## config.mk

```make
export PLATFORM = sky130hd
export DESIGN_NAME = level_record_stream_parser_unit
export DESIGN_NICKNAME = d
export VERILOG_FILES = /design/src/rtl/lrsp_pkg.sv /design/src/rtl/level_record_stream_parser_unit.sv
export SDC_FILE = /design/constraint.sdc
export NUM_CORES = 1
export LEC_CHECK = 0
export BUFFER_PORTS_ARGS = -buffer_cell sky130_fd_sc_hd__clkbuf_2
export CAP_MARGIN = 25
export CELL_PAD_IN_SITES_DETAIL_PLACEMENT = 1
export CELL_PAD_IN_SITES_GLOBAL_PLACEMENT = 1
export CORE_MARGIN = 5
export CORE_UTILIZATION = 44
export DETAILED_ROUTE_END_ITERATION = 12
export GPL_TIMING_DRIVEN = 0
export PLACE_DENSITY_LB_ADDON = 0.1
export SLEW_MARGIN = 20
export SYNTH_ARGS = -nofsm -noshare
export SYNTH_HDL_FRONTEND = slang
export SYNTH_SLANG_ARGS = --single-unit
```

## constraint.sdc

```tcl
create_clock -name clk -period 3.9 [get_ports clk]
set_input_delay 0.39 -clock clk [delete_from_list [all_inputs] [get_ports clk]]
set_output_delay 0.39 -clock clk [all_outputs]
set_load 0.01 [all_outputs]
```

## src/rtl/lrsp_pkg.sv

```systemverilog
// ----------------------------------------------------------------------------
// lrsp_pkg
// Types, codes and constants shared by the level record stream parser.
// ----------------------------------------------------------------------------
package lrsp_pkg;

    // Default length of the header that precedes the draw commands.
    localparam int HEADER_BYTES_DEFAULT = 32;

    // Depth of the result queue and the width of its pointers and fill count.
    localparam int QUEUE_DEPTH = 4;
    localparam int QPTR_W      = 2;
    localparam int QCNT_W      = 3;

    // Parser phases.
    localparam logic [1:0] PH_HEADER = 2'd0;
    localparam logic [1:0] PH_OPCODE = 2'd1;
    localparam logic [1:0] PH_INCMD  = 2'd2;
    localparam logic [1:0] PH_TRAIL  = 2'd3;

    // Record kinds.
    localparam logic [1:0] REC_HEADER = 2'd0;
    localparam logic [1:0] REC_DRAW   = 2'd1;
    localparam logic [1:0] REC_DONE   = 2'd2;
    localparam logic [1:0] REC_ERROR  = 2'd3;

    // Draw kinds, taken from the top two opcode bits.
    localparam logic [1:0] DRAW_SINGLE = 2'd0;
    localparam logic [1:0] DRAW_LINE   = 2'd1;
    localparam logic [1:0] DRAW_FILLED = 2'd2;
    localparam logic [1:0] DRAW_RECT   = 2'd3;

    // Error codes.
    localparam logic [1:0] ERR_NONE     = 2'd0;
    localparam logic [1:0] ERR_SHORT    = 2'd1;
    localparam logic [1:0] ERR_INCMD    = 2'd2;
    localparam logic [1:0] ERR_TRAILING = 2'd3;

    localparam logic [7:0] TERMINATOR = 8'hff;

    typedef struct packed {
        logic [1:0] record_kind;
        logic [4:0] header_index;
        logic [7:0] header_value;
        logic [1:0] draw_kind;
        logic [5:0] object_code;
        logic [7:0] pos_x;
        logic [7:0] pos_y;
        logic [7:0] extra_a;
        logic [7:0] extra_b;
        logic [7:0] extra_c;
        logic [1:0] error_code;
        logic       run_end;
    } record_t;

    // Number of operand bytes that follow an opcode of the given draw kind.
    function automatic logic [2:0] operands_needed(input logic [1:0] kind);
        logic [2:0] need;
        case (kind)
            DRAW_SINGLE: need = 3'd2;
            DRAW_LINE:   need = 3'd4;
            DRAW_FILLED: need = 3'd5;
            DRAW_RECT:   need = 3'd4;
            default:     need = 3'd4;
        endcase
        return need;
    endfunction

endpackage

```

## src/rtl/level_record_stream_parser_unit.sv

```systemverilog
// ----------------------------------------------------------------------------
// level_record_stream_parser_unit
// Frames a byte stream of level definitions into header and draw records.
// ----------------------------------------------------------------------------
// Usage:
// The input channel carries one byte of a level definition per transfer
// (data_byte, with final_byte marking its last byte) under in_valid and
// in_stall. The output channel carries one record per transfer under
// out_valid and out_stall, with all record fields as separate ports.
// Each accepted byte is parsed in the cycle of its transfer and yields zero,
// one or two records, which are pushed into a four-entry result queue and
// reach the output in order from the queue's front.
// A byte can be accepted every cycle while the queue has room for two
// records, so the sustained rate is one byte per cycle whenever each byte
// gives at most one record and out_stall stays low; a byte that gives two
// records needs an output transfer for each. The queue depth sets how many
// stalled output cycles are absorbed before in_stall rises.
// Reset clears the parser to the start of a header and empties the queue.
// While out_stall is high the front record holds steady on the outputs.
// ----------------------------------------------------------------------------
module level_record_stream_parser_unit #(
    parameter int HEADER_BYTES = lrsp_pkg::HEADER_BYTES_DEFAULT
) (
    input  logic       clk,
    input  logic       rst_n,
    input  logic       in_valid,
    output logic       in_stall,
    input  logic [7:0] data_byte,
    input  logic       final_byte,
    output logic       out_valid,
    input  logic       out_stall,
    output logic [1:0] record_kind,
    output logic [4:0] header_index,
    output logic [7:0] header_value,
    output logic [1:0] draw_kind,
    output logic [5:0] object_code,
    output logic [7:0] pos_x,
    output logic [7:0] pos_y,
    output logic [7:0] extra_a,
    output logic [7:0] extra_b,
    output logic [7:0] extra_c,
    output logic [1:0] error_code,
    output logic       run_end
);
    import lrsp_pkg::*;

    logic [1:0] phase_reg;
    logic [1:0] phase_next;
    logic [5:0] pos_reg;
    logic [5:0] pos_next;
    logic [7:0] opcode_reg;
    logic [7:0] opcode_next;
    logic [2:0] cnt_reg;
    logic [2:0] cnt_next;
    logic [7:0] opnd_reg [4];
    logic       opnd_we;

    record_t    queue_reg [QUEUE_DEPTH];
    logic [QPTR_W-1:0] wr_ptr_reg;
    logic [QPTR_W-1:0] rd_ptr_reg;
    logic [QCNT_W-1:0] count_reg;

    logic       in_xfer;
    logic       out_xfer;
    record_t    rec0;
    record_t    rec1;
    record_t    err_rec;
    record_t    front;
    logic [1:0] push_n;
    logic [5:0] pos_plus;
    logic [2:0] cnt_plus;
    logic [1:0] kind;
    logic [7:0] opnd_view [4];

    assign in_xfer  = in_valid && !in_stall;
    assign out_xfer = out_valid && !out_stall;
    // Room for two records is needed before a byte is taken.
    assign in_stall  = (count_reg > QCNT_W'(QUEUE_DEPTH - 2));
    assign out_valid = (count_reg != '0);

    assign kind     = opcode_reg[7:6];
    assign pos_plus = pos_reg + 6'd1;
    assign cnt_plus = cnt_reg + 3'd1;

    // Operand bytes as they stand after this byte is stored.
    always_comb
    begin
        for (int i = 0; i < 4; i++)
        begin
            opnd_view[i] = (cnt_reg == 3'(i)) ? data_byte : opnd_reg[i];
        end
    end

    always_comb
    begin
        rec0        = '0;
        rec1        = '0;
        err_rec     = '0;
        push_n      = 2'd0;
        opnd_we     = 1'b0;
        phase_next  = phase_reg;
        pos_next    = pos_reg;
        opcode_next = opcode_reg;
        cnt_next    = cnt_reg;
        err_rec.record_kind = REC_ERROR;
        err_rec.error_code  = ERR_NONE;

        case (phase_reg)
            PH_HEADER:
            begin
                rec0.record_kind  = REC_HEADER;
                rec0.header_index = pos_reg[4:0];
                rec0.header_value = data_byte;
                push_n   = 2'd1;
                pos_next = pos_plus;
                if ((pos_plus >= 6'(HEADER_BYTES)) || (pos_plus == 6'd0))
                begin
                    phase_next = PH_OPCODE;
                end
                err_rec.error_code = ERR_SHORT;
            end
            PH_OPCODE:
            begin
                if (data_byte == TERMINATOR)
                begin
                    if (final_byte)
                    begin
                        rec0.record_kind = REC_DONE;
                        push_n = 2'd1;
                    end
                    else
                    begin
                        phase_next = PH_TRAIL;
                    end
                end
                else if (!final_byte)
                begin
                    opcode_next = data_byte;
                    cnt_next    = 3'd0;
                    phase_next  = PH_INCMD;
                end
                err_rec.error_code = ERR_INCMD;
            end
            PH_INCMD:
            begin
                opnd_we  = !cnt_reg[2];
                cnt_next = cnt_plus;
                if (cnt_plus >= operands_needed(kind))
                begin
                    rec0.record_kind = REC_DRAW;
                    rec0.draw_kind   = kind;
                    rec0.object_code = opcode_reg[5:0];
                    rec0.pos_x       = opnd_view[0];
                    rec0.pos_y       = opnd_view[1];
                    if (kind != DRAW_SINGLE)
                    begin
                        rec0.extra_a = opnd_view[2];
                        rec0.extra_b = opnd_view[3];
                    end
                    if (kind == DRAW_FILLED)
                    begin
                        rec0.extra_c = data_byte;
                    end
                    push_n     = 2'd1;
                    cnt_next   = 3'd0;
                    phase_next = PH_OPCODE;
                end
                err_rec.error_code = ERR_INCMD;
            end
            default:
            begin
                err_rec.error_code = ERR_TRAILING;
            end
        endcase

        // The final byte always restarts the parser at the header. An error
        // record follows unless a clean terminator ended the definition.
        if (final_byte)
        begin
            if (!((phase_reg == PH_OPCODE) && (data_byte == TERMINATOR)))
            begin
                if (push_n == 2'd0)
                begin
                    rec0 = err_rec;
                end
                else
                begin
                    rec1 = err_rec;
                end
                push_n = push_n + 2'd1;
            end
            phase_next  = PH_HEADER;
            pos_next    = 6'd0;
            opcode_next = 8'd0;
            cnt_next    = 3'd0;
        end

        if (push_n == 2'd1)
        begin
            rec0.run_end = 1'b1;
        end
        else if (push_n == 2'd2)
        begin
            rec1.run_end = 1'b1;
        end
    end

    always_ff @(posedge clk or negedge rst_n)
    begin
        if (!rst_n)
        begin
            phase_reg  <= PH_HEADER;
            pos_reg    <= 6'd0;
            opcode_reg <= 8'd0;
            cnt_reg    <= 3'd0;
        end
        else if (in_xfer)
        begin
            phase_reg  <= phase_next;
            pos_reg    <= pos_next;
            opcode_reg <= opcode_next;
            cnt_reg    <= cnt_next;
        end
    end

    always_ff @(posedge clk)
    begin
        if (in_xfer && opnd_we)
        begin
            opnd_reg[cnt_reg[1:0]] <= data_byte;
        end
    end

    always_ff @(posedge clk)
    begin
        if (in_xfer)
        begin
            if (push_n != 2'd0)
            begin
                queue_reg[wr_ptr_reg] <= rec0;
            end
            if (push_n == 2'd2)
            begin
                queue_reg[wr_ptr_reg + QPTR_W'(1)] <= rec1;
            end
        end
    end

    always_ff @(posedge clk or negedge rst_n)
    begin
        if (!rst_n)
        begin
            wr_ptr_reg <= '0;
            rd_ptr_reg <= '0;
            count_reg  <= '0;
        end
        else
        begin
            if (in_xfer)
            begin
                wr_ptr_reg <= wr_ptr_reg + QPTR_W'(push_n);
            end
            if (out_xfer)
            begin
                rd_ptr_reg <= rd_ptr_reg + QPTR_W'(1);
            end
            count_reg <= count_reg + (in_xfer ? QCNT_W'(push_n) : '0)
                         - QCNT_W'(out_xfer);
        end
    end

    assign front        = queue_reg[rd_ptr_reg];
    assign record_kind  = front.record_kind;
    assign header_index = front.header_index;
    assign header_value = front.header_value;
    assign draw_kind    = front.draw_kind;
    assign object_code  = front.object_code;
    assign pos_x        = front.pos_x;
    assign pos_y        = front.pos_y;
    assign extra_a      = front.extra_a;
    assign extra_b      = front.extra_b;
    assign extra_c      = front.extra_c;
    assign error_code   = front.error_code;
    assign run_end      = front.run_end;

    // The queue never holds more records than it has entries.
    a_count_bound: assert property (@(posedge clk) disable iff (!rst_n)
        count_reg <= QCNT_W'(QUEUE_DEPTH))
        else $error("result queue overfilled");

    // A record without run_end always has its partner already queued.
    a_pair_queued: assert property (@(posedge clk) disable iff (!rst_n)
        (out_valid && !run_end) |-> (count_reg >= QCNT_W'(2)))
        else $error("first of a record pair without its partner");

    // With no transfer on either side the fill count holds.
    a_count_idle: assert property (@(posedge clk) disable iff (!rst_n)
        (!in_xfer && !out_xfer) |=> $stable(count_reg))
        else $error("queue count moved without a transfer");

    // The byte marked final always leaves the parser at the start of a header.
    a_final_restart: assert property (@(posedge clk) disable iff (!rst_n)
        (in_xfer && final_byte) |=> ((phase_reg == PH_HEADER) && (pos_reg == 6'd0)))
        else $error("parser did not restart after the final byte");

endmodule
```

==> flow_summary.json <==
{
  "whs_ns": 0.199,
  "tightest_slew_ns": 0.956,
  "slew_headroom_pct": 36.2,
  "synth_edf_count": 52,
  "drv_slew": 0,
  "yosys_most_used_dff": "dfxtp_1",
  "cts_buffers": 37,
  "rsz0062_at_grt": "true",
  "fin_cells": 2090,
  "synthCells": 1475,
  "status": "complete, no violations",
  "wirelength_um": 49800,
  "grt_pass1_vias": 12653,
  "die_x_um": 196,
  "grt_pass1_wl_um": 76400,
  "seq_area_mm2": 0.00710,
  "cts_tree": "built",
  "cp-end-kind": "flop",
  "yosys_warnings": 0,
  "critical-path-top-delay-family": "simple AND/OR/NAND/NOR gates",
  "irDropWorstVdd_v": 0.000356,
  "arrival_ns": 4.00,
  "grtUsageTotal_pct": 25.5,
  "yosys.area.top_type": "dfxtp_1",
  "ys_seq_area_share_pct": 46.6,
  "hpwl_um": 34300,
  "drive_gt1_share_pct": 20.2,
  "finClkSkew_ns": 0.0121,
  "min_path_type": "input pin to flop",
  "vias": 11875,
  "final-setup-viol-count": 0,
  "root_buffer": "clkbuf_16",
  "cts.htree.levels": 2,
  "wl_per_cell_um": 23.8,
  "synth_area_per_cell_um2": 10.3,
  "drc": 0,
  "grt-ovfl-total": 0,
  "initial_core_util_pct": 44.3,
  "clock-sinks": 322,
  "critPathRequiredTime_ns": 4.13,
  "crit_slowest_cell": "or4_4",
  "cts.clk_slew.worst_paths_ns": 0.06,
  "ant_nets": 0,
  "path_common_cell": "clkbuf_8",
  "portBuffers": 80,
  "nets": 1638,
  "power.leakage_uw": 0.00801,
  "core_area_mm2": 0.0344,
  "power.density_mw_per_mm2": 626,
  "synth_top_area_share_pct": 32.1,
  "num-fill-cells": 3857,
  "gp_congestion": 0.825,
  "cts.path.max_buffers": 3,
  "clk_latency_ns": 0.52,
  "dieArea_mm2": 0.0384,
  "async_flop_share_pct": 8.07,
  "fmax_ghz": 0.265,
  "synth_fp_nets": 1507,
  "place_ws_ns": -1.72,
  "drt-vias-per-instance": 5.68,
  "ys_ff_latch": 322,
  "area_growth_syn_to_layout_pct": 17.0,
  "largest_register_ffs": 264,
  "hold_viol": 0,
  "dr.pass1.iters": 5,
  "ios": 81,
  "drv_cap": 0,
  "setup_ws_ns": 0.132,
  "synth_area_mm2": 0.0152,
  "worstSetupStartpointType": "flop",
  "final_core_util_pct": 51.8,
  "antenna_found_initial": 0,
  "path_class": "flop to flop",
  "fin_crit_sh_pct": 96.6,
  "min_period_ns": 3.77,
  "antenna_cells": 0,
  "synthTopCellsByArea": "dfxtp_1 (32%), mux2i_1 (17%), edfxtp_1 (10%)",
  "die_h_um": 196,
  "first_iter_violations": 740,
  "multi_input_area_mm2": 0.00758,
  "crit_chain": "nor2b_1, clkbuf_4, clkbuf_8, ha_1, nand2b_4, o21bai_4, a21oi_4, a221oi_2, nor2_1, ha_2, buf_4, or4_4, clkbuf_8, clkbuf_8, nand2_4",
  "grt_max_degree": 27,
  "dp.cells": 2012,
  "cp_num_buf_inv": 5,
  "worstPathMaxFanout": 10,
  "crit_path_max_incr_delay_ns": 0.62,
  "synth.distinct_cells": 50,
  "num_rows": 68
}
## stage by stage
| step | cell area (um2) | setup TNS, ns | power, uW |
|---|---|---|---|
| after floorplan | 15200 | 0 | 6410 |
| after global placement | 16200 | -262.11 | 7380 |
| after detailed placement | 16200 | -281.31 | 7490 |
| after CTS | 17700 | -0.542 | 11100 |
| after global routing | 17800 | -0.0324 | 11700 |
| final | 17800 | 0 | 11100 |
## kinds of logic (layout without fill, tap and decap cells)
kind of cell	Yosys count	in the layout	share of synthesized area (%)
flops	322	322	46.6
xor+xnor	6	6	0.345
buf+inv	158	318	4.38
mux	348	348	28.5
simple gates	554	554	15.5
fa+ha+maj	19	19	1.61
compound gates	68	68	3.03
## cell type report
| cell class | count | share of cell area (%) |
|---|---|---|
| multi-input cells | 995 | 42.6 |
| flip-flops and latches | 322 | 39.9 |
| clock buffers | 58 | 6.51 |
| plain buffers | 130 | 3.86 |
| well taps | 455 | 3.20 |
| repair buffers | 95 | 3.01 |
| inverters | 25 | 0.527 |
| clock inverters | 10 | 0.429 |
## worst paths after layout
path	slack (ns)	cells past startpoint	endpoint	from
worst max-delay path	0.13	15	queue_reg[1][64]	opcode_reg[7]
worst min-delay path	0.20	4	rd_ptr_reg[1]	out_stall
worst max register to register	0.13	15	queue_reg[1][64]	opcode_reg[7]
worst min register to register	0.46	2	queue_reg[2][63]	queue_reg[2][63]
max in group asynchronous	2.86	2	opcode_reg[7]	rst_n
min in group asynchronous	0.49	2	count_reg[0]	rst_n
## layout by cell type, fill, tap and decap left out, drive strengths merged, types with 2 or more instances in the layout
cell	n
nand2	378
mux2i	264
dfxtp	244
clkbuf	212
nand3	77
buf	70
mux4	66
edfxtp	52
nand4	34
o21ai	31
inv	26
dfrtp	26
nor3	20
nor2	19
mux2	18
ha	18
o22ai	9
nand2b	9
clkinv	7
a21oi	6
nor2b	5
or3	5
a2111oi	5
xnor2	4
a21o	3
xor2	2
nor3b	2
a221o	2
or4	2
## routing by layer
metal  vias up  part of all wire [%]  track usage, %
li1       5440                     -               -
met1      6093                    45            35.1
met2       269                    48            42.9
met3        73                   4.8            3.33
met4         0                   2.5            6.41
met5         -                     0               0
## worst min-delay path, stage by stage
cell,delay (ns)
clkbuf_2,0.08
nor2b_1,0.06
nand2_1,0.09
xnor2_1,0.06
## timing repair
| action | 4_1_cts | 5_1_grt |
|---|---|---|
| pin swaps | 5 | 4 |
| setup buffers | 7 | 2 |
| setup endpoints to repair | 287 | 245 |
| endpoints found under the hold margin | 26 | 0 |
| resized for setup | 73 | 22 |
| hold buffers | 1 | 0 |
## synth_stat cells, drive strengths merged (3+ instances only)
| cell | instances |
|---|---|
| o22ai | 9 |
| clkbuf | 82 |
| or3 | 5 |
| dfrtp | 26 |
| mux2 | 18 |
| inv | 25 |
| nor2 | 19 |
| nand2b | 9 |
| edfxtp | 52 |
| nand2 | 378 |
| buf | 51 |
| a2111oi | 5 |
| nor2b | 5 |
| a21o | 3 |
| ha | 18 |
| a21oi | 6 |
| xnor2 | 4 |
| mux4 | 66 |
| nand4 | 34 |
| dfxtp | 244 |
| nand3 | 77 |
| mux2i | 264 |
| nor3 | 20 |
| o21ai | 31 |
## where the power goes
part	leakage, uW	total (uW)	internal, uW	switching, uW
Sequential	0.00276	4080	3800	273
Combinational	0.00464	3550	1440	2110
Clock	0.000605	3520	2110	1410
Power figures use the tool's default switching activity.
